==> config.mk <==
export PLATFORM = sky130hd
export DESIGN_NAME = utf8_to_utf16_transcoder_flat
export DESIGN_NICKNAME = d
export VERILOG_FILES = /design/src/hw/rtl/u8u16_pkg.sv /design/src/hw/rtl/u8u16_if.sv /design/src/hw/rtl/u8u16_decoder.sv /design/src/hw/rtl/u8u16_queue.sv /design/src/hw/rtl/utf8_to_utf16_transcoder.sv /design/src/flat_wrapper.sv
export SDC_FILE = /design/constraint.sdc
export NUM_CORES = 1
export LEC_CHECK = 0
export ABC_AREA = 0
export BUFFER_PORTS_ARGS = -buffer_cell sky130_fd_sc_hd__buf_2
export CAP_MARGIN = 25
export CORE_MARGIN = 2
export CORE_UTILIZATION = 43
export CTS_CLUSTER_DIAMETER = 80
export DETAILED_ROUTE_END_ITERATION = 8
export SLEW_MARGIN = 20
export SYNTH_ARGS = -nofsm -noshare
export SYNTH_HDL_FRONTEND = slang
export SYNTH_SLANG_ARGS = --single-unit
==> constraint.sdc <==
create_clock -name clk -period 4.81 [get_ports clk]
set_clock_uncertainty 0.05 [all_clocks]
set_input_delay 0.2405 -clock clk [delete_from_list [all_inputs] [get_ports clk]]
set_output_delay 0.2405 -clock clk [all_outputs]
set_load 0.02 [all_outputs]
==> src/hw/rtl/u8u16_pkg.sv <==
// u8u16_pkg: shared types and constants for the UTF-8 to UTF-16 transcoder.
// No dependencies.
package u8u16_pkg;

  localparam int MaxResults = 3;
  localparam int QueueDepth = 4;
  localparam int QueuePtrW  = $clog2(QueueDepth);

  localparam logic [20:0] MaxPoint    = 21'h10FFFF;
  localparam logic [20:0] SurrLow     = 21'h00D800;
  localparam logic [20:0] SurrHigh    = 21'h00DFFF;
  localparam logic [20:0] PlaneOne    = 21'h010000;
  localparam logic [15:0] HighSurBase = 16'hD800;
  localparam logic [15:0] LowSurBase  = 16'hDC00;
  localparam logic [16:0] MinTwoByte  = 17'h00080;
  localparam logic [16:0] MinThree    = 17'h00800;
  localparam logic [16:0] MinFour     = 17'h10000;

  typedef struct packed {
    logic [15:0] unit_out;
    logic        end_of_string;
  } unit_item_t;

  // results of one request, slot 0 first
  typedef struct packed {
    unit_item_t [MaxResults-1:0] items;
    logic [1:0]                  count;
  } dec_out_t;

endpackage

==> src/hw/rtl/u8u16_if.sv <==
// Channel interfaces: byte requests in, UTF-16 units out.
// No dependencies.
interface u8u16_byte_if;
  logic       valid;
  logic       ready;
  logic [7:0] byte_in;
  logic       final_byte;
  modport source (output valid, byte_in, final_byte, input ready);
  modport sink (input valid, byte_in, final_byte, output ready);
endinterface

interface u8u16_unit_if;
  logic        valid;
  logic        ready;
  logic [15:0] unit_out;
  logic        end_of_string;
  modport source (output valid, unit_out, end_of_string, input ready);
  modport sink (input valid, unit_out, end_of_string, output ready);
endinterface

==> src/hw/rtl/u8u16_decoder.sv <==
// u8u16_decoder: decode state and per-byte result logic.
// Depends on u8u16_pkg and u8u16_byte_if.
module u8u16_decoder
  import u8u16_pkg::*;
(
  input  logic          clk,
  input  logic          rst,
  u8u16_byte_if.sink    in_ch,
  input  logic          room,
  output dec_out_t      res
);

  logic [20:0] partial_point, partial_point_next;
  logic [1:0]  bytes_owed, bytes_owed_next;
  logic [16:0] minimum_point, minimum_point_next;
  logic        halted, halted_next;

  logic        accept;
  logic [7:0]  b;
  logic        cont;
  logic [20:0] cp;
  logic [20:0] cp_off;
  logic        bad;

  assign in_ch.ready = room & ~rst;
  assign accept      = in_ch.valid & room & ~rst;
  assign b           = in_ch.byte_in;
  assign cont        = (b[7:6] == 2'b10);
  assign cp          = {partial_point[14:0], b[5:0]};
  assign cp_off      = cp - PlaneOne;
  assign bad         = (cp < {4'b0, minimum_point}) || (cp > MaxPoint) ||
                       (cp inside {[SurrLow:SurrHigh]});

  always_comb begin
    res                = '0;
    partial_point_next = partial_point;
    bytes_owed_next    = bytes_owed;
    minimum_point_next = minimum_point;
    halted_next        = halted;
    if (accept) begin
      if (!halted) begin
        if (bytes_owed == 2'd0) begin
          if (!b[7]) begin
            res.items[0] = '{unit_out: {8'b0, b}, end_of_string: 1'b0};
            res.count    = 2'd1;
          end else if (b[7:5] == 3'b110) begin
            partial_point_next = {16'b0, b[4:0]};
            bytes_owed_next    = 2'd1;
            minimum_point_next = MinTwoByte;
          end else if (b[7:4] == 4'b1110) begin
            partial_point_next = {17'b0, b[3:0]};
            bytes_owed_next    = 2'd2;
            minimum_point_next = MinThree;
          end else if (b[7:3] == 5'b11110) begin
            partial_point_next = {18'b0, b[2:0]};
            bytes_owed_next    = 2'd3;
            minimum_point_next = MinFour;
          end else begin
            halted_next = 1'b1;
          end
        end else if (!cont) begin
          halted_next        = 1'b1;
          bytes_owed_next    = 2'd0;
          partial_point_next = '0;
          minimum_point_next = '0;
        end else begin
          partial_point_next = cp;
          bytes_owed_next    = bytes_owed - 2'd1;
          if (bytes_owed == 2'd1) begin
            partial_point_next = '0;
            minimum_point_next = '0;
            if (bad) begin
              halted_next = 1'b1;
            end else if (cp >= PlaneOne) begin
              res.items[0] = '{unit_out: HighSurBase + {6'b0, cp_off[19:10]},
                               end_of_string: 1'b0};
              res.items[1] = '{unit_out: LowSurBase | {6'b0, cp_off[9:0]},
                               end_of_string: 1'b0};
              res.count    = 2'd2;
            end else begin
              res.items[0] = '{unit_out: cp[15:0], end_of_string: 1'b0};
              res.count    = 2'd1;
            end
          end
        end
      end
      if (in_ch.final_byte) begin
        res.items[res.count] = '{unit_out: 16'h0000, end_of_string: 1'b1};
        res.count            = res.count + 2'd1;
        partial_point_next   = '0;
        bytes_owed_next      = 2'd0;
        minimum_point_next   = '0;
        halted_next          = 1'b0;
      end
    end
  end

  always_ff @(posedge clk) begin
    if (rst) begin
      partial_point <= '0;
      bytes_owed    <= '0;
      minimum_point <= '0;
      halted        <= 1'b0;
    end else begin
      partial_point <= partial_point_next;
      bytes_owed    <= bytes_owed_next;
      minimum_point <= minimum_point_next;
      halted        <= halted_next;
    end
  end

endmodule

==> src/hw/rtl/u8u16_queue.sv <==
// u8u16_queue: result queue, takes up to three units a cycle, gives one while out_ch is ready.
// Depends on u8u16_pkg and u8u16_unit_if.
module u8u16_queue
  import u8u16_pkg::*;
(
  input  logic          clk,
  input  logic          rst,
  input  dec_out_t      wr,
  output logic          room,
  u8u16_unit_if.source  out_ch
);

  localparam int CountW = $clog2(QueueDepth + 1);

  unit_item_t           mem [QueueDepth];
  logic [QueuePtrW-1:0] wr_ptr, rd_ptr;
  logic [CountW-1:0]    count, count_next;
  logic                 pop;

  assign out_ch.valid         = (count != '0);
  assign out_ch.unit_out      = mem[rd_ptr].unit_out;
  assign out_ch.end_of_string = mem[rd_ptr].end_of_string;
  assign pop                  = out_ch.valid & out_ch.ready;
  // space for a full three-unit request
  assign room = (count <= CountW'(QueueDepth - MaxResults));
  assign count_next = count + CountW'(wr.count) - CountW'(pop);

  always_ff @(posedge clk) begin
    for (int i = 0; i < MaxResults; i++) begin
      if (2'(i) < wr.count) begin
        mem[wr_ptr + QueuePtrW'(i)] <= wr.items[i];
      end
    end
  end

  always_ff @(posedge clk) begin
    if (rst) begin
      wr_ptr <= '0;
      rd_ptr <= '0;
      count  <= '0;
    end else begin
      wr_ptr <= wr_ptr + QueuePtrW'(wr.count);
      rd_ptr <= rd_ptr + QueuePtrW'(pop);
      count  <= count_next;
    end
  end

endmodule

==> src/hw/rtl/utf8_to_utf16_transcoder.sv <==
// utf8_to_utf16_transcoder: top level, UTF-8 bytes in, UTF-16 units out.
// Depends on u8u16_pkg, u8u16_if, u8u16_decoder and u8u16_queue.
//
//   channel    dir  payload                          handshake
//   byte_chan  in   byte_in[7:0], final_byte         valid/ready
//   unit_chan  out  unit_out[15:0], end_of_string    valid/ready
//
// A byte is decoded in the cycle it is taken; its units enter a four-deep
// queue and appear from the next cycle, one unit per cycle while unit_chan is ready.
// One byte per cycle while each byte gives at most one unit and unit_chan is ready;
// surrogate pairs and terminators put extra units into the queue and so slow the bytes.
// byte_chan.ready is low while the queue cannot take three units.
// rst is synchronous: it empties the queue and clears the decode state.
module utf8_to_utf16_transcoder
  import u8u16_pkg::*;
(
  input  logic          clk,
  input  logic          rst,
  u8u16_byte_if.sink    byte_chan,
  u8u16_unit_if.source  unit_chan
);

  dec_out_t res;
  logic     room;

  u8u16_decoder u_dec (
    .clk   (clk),
    .rst   (rst),
    .in_ch (byte_chan),
    .room  (room),
    .res   (res)
  );

  u8u16_queue u_queue (
    .clk    (clk),
    .rst    (rst),
    .wr     (res),
    .room   (room),
    .out_ch (unit_chan)
  );

endmodule

==> src/flat_wrapper.sv <==
// flat-port wrapper written by rule: the top's interface ports become plain ports
module utf8_to_utf16_transcoder_flat import u8u16_pkg::*;
  (clk, rst, byte_chan_valid, byte_chan_byte_in, byte_chan_final_byte, byte_chan_ready, unit_chan_valid, unit_chan_unit_out, unit_chan_end_of_string, unit_chan_ready);
  u8u16_byte_if byte_chan_i ();
  u8u16_unit_if unit_chan_i ();
  input  logic clk;
  input  logic rst;
  input wire logic [$bits(byte_chan_i.valid)-1:0] byte_chan_valid;
  input wire logic [$bits(byte_chan_i.byte_in)-1:0] byte_chan_byte_in;
  input wire logic [$bits(byte_chan_i.final_byte)-1:0] byte_chan_final_byte;
  output wire logic [$bits(byte_chan_i.ready)-1:0] byte_chan_ready;
  output wire logic [$bits(unit_chan_i.valid)-1:0] unit_chan_valid;
  output wire logic [$bits(unit_chan_i.unit_out)-1:0] unit_chan_unit_out;
  output wire logic [$bits(unit_chan_i.end_of_string)-1:0] unit_chan_end_of_string;
  input wire logic [$bits(unit_chan_i.ready)-1:0] unit_chan_ready;
  assign byte_chan_i.valid = byte_chan_valid;
  assign byte_chan_i.byte_in = byte_chan_byte_in;
  assign byte_chan_i.final_byte = byte_chan_final_byte;
  assign byte_chan_ready = byte_chan_i.ready;
  assign unit_chan_valid = unit_chan_i.valid;
  assign unit_chan_unit_out = unit_chan_i.unit_out;
  assign unit_chan_end_of_string = unit_chan_i.end_of_string;
  assign unit_chan_i.ready = unit_chan_ready;
  utf8_to_utf16_transcoder u_core (.clk(clk), .rst(rst), .byte_chan(byte_chan_i), .unit_chan(unit_chan_i));
endmodule
; After elaboration in Yosys (flattened, before gate mapping)
; Memories as Yosys holds them, arrays and structs flattened. A register that Yosys moved wholly into a read port is not among the register bits.
; Index checks and enable logic that the tools add are counted.
[classes]
addsub = 10
magnitude_cmp = 11
eq_ne = 9
n_mux = 57
bitwise = 8
n_reduce_logical = 8
[ops]
columns = operator, count
row1 = 2-to-1 mux 17 bit, 12
row2 = 2-to-1 mux 36 bit, 5
row3 = 2-to-1 mux 15 bit, 9
row4 = 2-to-1 mux 53 bit, 2
row5 = AND 32 x 48 -> 48 bit, 1
row6 = inverter 48 bit, 1
row7 = 2-to-1 mux 19 bit, 2
row8 = demux 17 bit (select 2 bit), 1
row9 = greater-or-equal comparator 21 x 16 -> 1 bit (second input constant), 1
row10 = greater-or-equal comparator 21 x 17 -> 1 bit (second input constant), 1
row11 = > comparator 21 bit (second input constant), 1
row12 = less-or-equal comparator 21 x 16 -> 1 bit (second input constant), 1
row13 = < comparator 21 x 17 -> 1 bit, 1
row14 = subtractor 20 x 17 -> 20 bit (second input constant), 1
row15 = 2-to-1 mux 2 bit, 9
row16 = adder 15 x 11 -> 16 bit (first input constant), 1
row17 = 2-to-1 mux 1 bit, 16
row18 = 2-to-1 mux 10 bit, 1
row19 = == test 5 bit (second input constant), 1
row20 = inequality test 5 x 2 -> 1 bit (second input constant), 1
row21 = AND reduction 5 bit, 1
row22 = adder 2 x 1 -> 2 bit (second input constant), 2
row23 = AND 1 bit, 4
row24 = == test 4 bit (second input constant), 1
row25 = other kinds (24), 27
[totals]
regBits = 42
ram_bits = 68
inputBits = 13
out_inout_bits = 19
word_cells = 111
mem_count = 1
[mem_list]
columns = memory, depth, word_bits, rd, rd_clocked_by_memory_dff, write_ports, line
row1 = u_core.u_queue.mem, 4, 17, 1, 1, 3, u8u16_queue.sv:15  ; unit_item_t mem [QueueDepth];

; Logic depth before layout (Yosys ltp)
[logic_depth]
ltp_word = 20
mapped_depth = 18
mapped_depth_nobuf = 18

; Hierarchy
; From an unflattened synthesis, not the netlist that was laid out.
[unflattened]
hier_cells = 713
hier_area_um2 = 6269.8
[modules_own_cells]
columns = module, instances, cells_each, area_per_inst_um2, seq_area_each_um2
row1 = u8u16_queue, 1, 446, 4370.4, 2182.1
row2 = u8u16_decoder, 1, 267, 1899.3, 420.4

; Worst setup path before layout
; OpenSTA, ideal clock, no wires.
[synth_path]
kind = register to register
from = register u_core.u_dec.partial_point[6]
to = register u_core.u_queue.count[2]
arrival_time_ps = 3928
slack_ps = 704
stages_incl_launch_ff = 17
path_buffers = 1
period_less_slack_ps = 4106
path_cell_list = dfxtp_1 or4_1 o31a_1 o311ai_4 or2_1 nor2_2 ha_1 or2_2 o21ai_1 inv_2 buf_1 ha_1 inv_1 fa_1 xor2_1 xnor2_1 nor2_1
[synth_between]
elab_chain_cells = 14
[synth_lines]
columns = element, line
row1 = "start, declared", u8u16_decoder.sv:13  ; logic [20:0] partial_point, partial_point_next;
row2 = "start signal, assigned", u8u16_decoder.sv:105  ; partial_point <= partial_point_next;
row3 = "< comparator 21 x 17 -> 1 bit, or another cell as far along", u8u16_decoder.sv:31  ; assign bad = (cp < {4'b0, minimum_point}) || (cp > MaxPoint) ||
row4 = logical OR 1 bit / logical AND 1 bit (equally long branches), "u8u16_decoder.sv:31, u8u16_decoder.sv:32"
row5 = logical OR 1 bit, u8u16_decoder.sv:31
row6 = 2-to-1 mux 36 bit (*), u8u16_decoder.sv:72  ; if (bad) begin
row7 = 2-to-1 mux 36 bit (*), u8u16_decoder.sv:69  ; if (bytes_owed == 2'd1) begin
row8 = 2-to-1 mux 36 bit (*), u8u16_decoder.sv:61  ; end else if (!cont) begin
row9 = 2-to-1 mux 19 bit (*), u8u16_decoder.sv:42  ; if (bytes_owed == 2'd0) begin
row10 = 2-to-1 mux 36 bit (*), u8u16_decoder.sv:41  ; if (!halted) begin
row11 = 2-to-1 mux 36 bit (*), u8u16_decoder.sv:40  ; if (accept) begin
row12 = adder 2 x 1 -> 2 bit, u8u16_decoder.sv:89  ; res.count = res.count + 2'd1;
row13 = 2-to-1 mux 53 bit (*), u8u16_decoder.sv:87  ; if (in_ch.final_byte) begin
row14 = 2-to-1 mux 53 bit (*), u8u16_decoder.sv:40
row15 = adder 3 x 2 -> 3 bit (*), u8u16_queue.sv:26  ; assign count_next = count + CountW'(wr.count) - CountW'(pop);
row16 = subtractor 3 x 1 -> 3 bit (*), u8u16_queue.sv:26
row17 = "end signal, assigned", u8u16_queue.sv:44  ; count <= count_next;
row18 = "end, declared", u8u16_queue.sv:17  ; logic [CountW-1:0] count, count_next;
; Mark *: on every way between the ends. The rest lies on a longest branch, timed or not. The select of a mux whose other input is x is not followed.
; A chain may end at the register's enable or synchronous reset.

==> results.ini <==
[outcome]
status=finished, final reports clean

[clock_tree]
cts_buffers=9
cts_tree=built
clk_pin_slew_worst_paths_ns=0.07
cts.repair.resized=0
clock-sinks=96
cts_hold_buf=0
root_buffer=clkbuf_16
post_cts_buffers=0
cts_max_level=3
clk_latency_ns=0.36
cts_max_path_buffers=2

[global_route]
grt.met3_usage_pct=3.74
antenna_found_initial=0
met1_usage_pct=35.7
busiest_layer=met2
grt_pass1_wl_um=28900
grtUsageTotal_pct=26.2
gr-total-overflow=0
grt_start_max_net_pins=31
grtUsageMet2_pct=42.3
grt_pass1_vias=5147

[synth]
ys_warn_count=0
syn-instance-count=699
synth_seq_cells=96
ys_top_cells_by_area=dfxtp_1, mux4_2, nand2_1
synthArstFlopShare_pct=0
seq_area_frac_synth_pct=34.6
syn-cell-area_sq_um=5670
synth.distinct_cells=76
ys.flop_type=dfxtp_1
synth_top_cell_by_area=dfxtp_1
syn_nets=726
avgSynthCellArea_sq_um=8.11
netlist.area_leader.share_pct=32.5
synth_edf_count=4

[cells_and_area]
postLayoutCoreUtil_pct=49.9
multi_input_area_sq_um=3390
final_common_cell=nand2_1
instances_no_fill=893
nNetsFinal=743
drive_above_1_share_pct=16.0
antennaDiodeCount=0
nFillCells=1214
regArea_sq_um=1960
fin_area_sq_um=6370
final_cell_mix=nand2_1, dfxtp_1, nor2_1
area_delta_synth_final_pct=12.3

[timing]
setup_viol=0
rsz0062_at_grt=false
hold_violations=0
worst_slew_pin_slew_ns=1.03
setup_tns_ns=0
fmax_mhz=225
slew_violations=0
period_needed_ns=4.45
maxSlewHeadroom_pct=31.2
min_period_over_period_pct=92.6

[hold_path]
hp-start=byte_chan_byte_in[1]
hold-path-endpoint=u_core.u_dec.partial_point[1]
hold_path_depth=3
hp-class=input port to flip-flop

[placement]
numPortBuffers=31
post-place-cells=877
placed_cell_area_sq_um=6040
gp_congestion=0.968
dp_hpwl_um=13200

[critical_path]
worstPathCellList=nand3_1, nor4_1, a2bb2oi_1, nor2_1, or2_1, nor2_2, inv_2, ha_1, nand2_1, nor3b_4, a21boi_2, nand4_1, o31ai_1, buf_4, a22o_2, nor2_1, a211o_1, a21oi_1
cp.required_ns=5.05
cp-end-kind=flip-flop
path_max_fanout=8
critPathKind=flip-flop to flip-flop
critPathLaunchType=flip-flop
r2r-end=u_core.u_queue.mem[3][5]
critical_path.most_common_cell=nor2_1
slowest_stage=dfxtp_1
rr_startpoint=u_core.u_dec.partial_point[2]
max_stage_delay_ns=0.52
cp.arrival_ns=4.69
r2r_cells=18
reg2reg_slack_ns=0.36

[power_and_ir_drop]
p_leak_nw=2.41
power.density_nw_per_um2=424
finalPower_mw=2.70
peakVddDrop_mv=0.173

[run]
drv_cap=0

[detailed_routing]
routedWlPerCell_um=20.8
viasPerCell=6.29
ant_nets=0
dr.pass1.iters=6
drt-initial-drc-count=515
totalWireLength_um=18600
drc=0
via_count=5614

[floorplan]
die_h_um=119
rows=41
core_sq_um=12800
io_pins=32
start_util_pct=44.4
die_w_um=119
die_area_sq_um=14100

==> worst max-delay path, delay by kind of cell (launching register included) <==
family | cells | cell delay (ns)
buf+inv | 2 | 0.27
flops | 1 | 0.52
compound gates | 6 | 1.51
fa+ha+maj | 1 | 0.25
simple gates | 9 | 1.81
==> cell usage after synthesis (4+ instances only) <==
cell,count
and2_1,6
a211oi_1,12
nand4_1,11
nand2b_1,7
a311oi_1,8
mux4_2,17
o221ai_1,9
inv_1,23
nor2b_1,7
a211o_1,8
a22o_1,5
nor2_1,68
buf_2,14
nor3_1,33
o211a_1,4
nand3_1,29
nor4_1,6
edfxtp_1,4
xnor2_1,4
ha_1,13
clkbuf_1,35
a221oi_1,5
nand2_1,97
dfxtp_1,92
a21oi_1,50
o21ai_0,32
o211ai_1,16
o21a_1,6
==> area by class of cell <==
| type | instances | share of cell area [%] |
|---|---|---|
| Tap cell | 172 | 3.38 |
| Sequential cell | 96 | 30.8 |
| Timing Repair Buffer | 60 | 5.85 |
| Clock inverter | 7 | 1.65 |
| Inverter | 26 | 1.53 |
| Clock buffer | 9 | 3.54 |
| Multi-Input combinational cell | 523 | 53.3 |
==> layer usage <==
metal	wire [um]	share of wire, %	vias to the layer above
met4	446	2.4	0
met2	8650	47	262
met5	0	0	-
li1	-	-	2590
met1	8160	44	2728
met3	1290	7.0	34
==> stage by stage <==
stage	worst slack, ns	hold WS [ns]
detailed placement	0.461	0.399
CTS	0.440	0.145
floorplan	0.704	0.342
global placement	0.576	0.388
finish	0.358	0.155
global route	0.00991	0.164
==> power by group <==
group          total (mW)  leakage, nW  switching (mW)  internal, mW
Combinational       0.795         1.46           0.425         0.370
Clock               0.810        0.163           0.347         0.463
Sequential           1.10        0.790           0.125         0.972
Total                2.70         2.41           0.897          1.80
==> sequential cells by signal, indices dropped and copies added, names as in the netlist <==
register                    flops
u_core.u_dec.bytes_owed         2
u_core.u_queue.rd_ptr           2
u_core.u_queue.mem             68
u_core.u_queue.wr_ptr           2
u_core.u_dec.minimum_point      3
u_core.u_dec.halted             1
u_core.u_dec.partial_point     15
u_core.u_queue.count            3
==> kinds of logic after synthesis <==
| logic type | count (synthesis) | synth area share [%] |
|---|---|---|
| DFF | 96 | 34.6 |
| adders and majority gates | 14 | 3.22 |
| AOI/OAI and AO/OA | 186 | 22.8 |
| muxes | 21 | 7.48 |
| and+or+nand+nor | 296 | 25.2 |
| xor gates and xnor gates | 6 | 0.927 |
| buffers and inverters | 80 | 5.74 |
==> worst max-delay path by stage <==
stage                             startpoint                  endpoint  slack (ns)  depth (start not counted)
4_1_cts        u_core.u_dec.partial_point[2]  u_core.u_queue.mem[3][5]        0.44                         18
5_1_grt        u_core.u_dec.partial_point[2]  u_core.u_queue.mem[3][5]        0.01                         18
3_3_place_gp   u_core.u_dec.partial_point[1]  u_core.u_queue.mem[2][0]        0.58                         15
6_report       u_core.u_dec.partial_point[2]  u_core.u_queue.mem[3][5]        0.36                         18
2_1_floorplan  u_core.u_dec.partial_point[6]   u_core.u_queue.count[2]        0.70                         16
3_5_place_dp   u_core.u_dec.partial_point[2]  u_core.u_queue.mem[3][5]        0.46                         18
No activity file was read; power rests on OpenSTA's default activity.
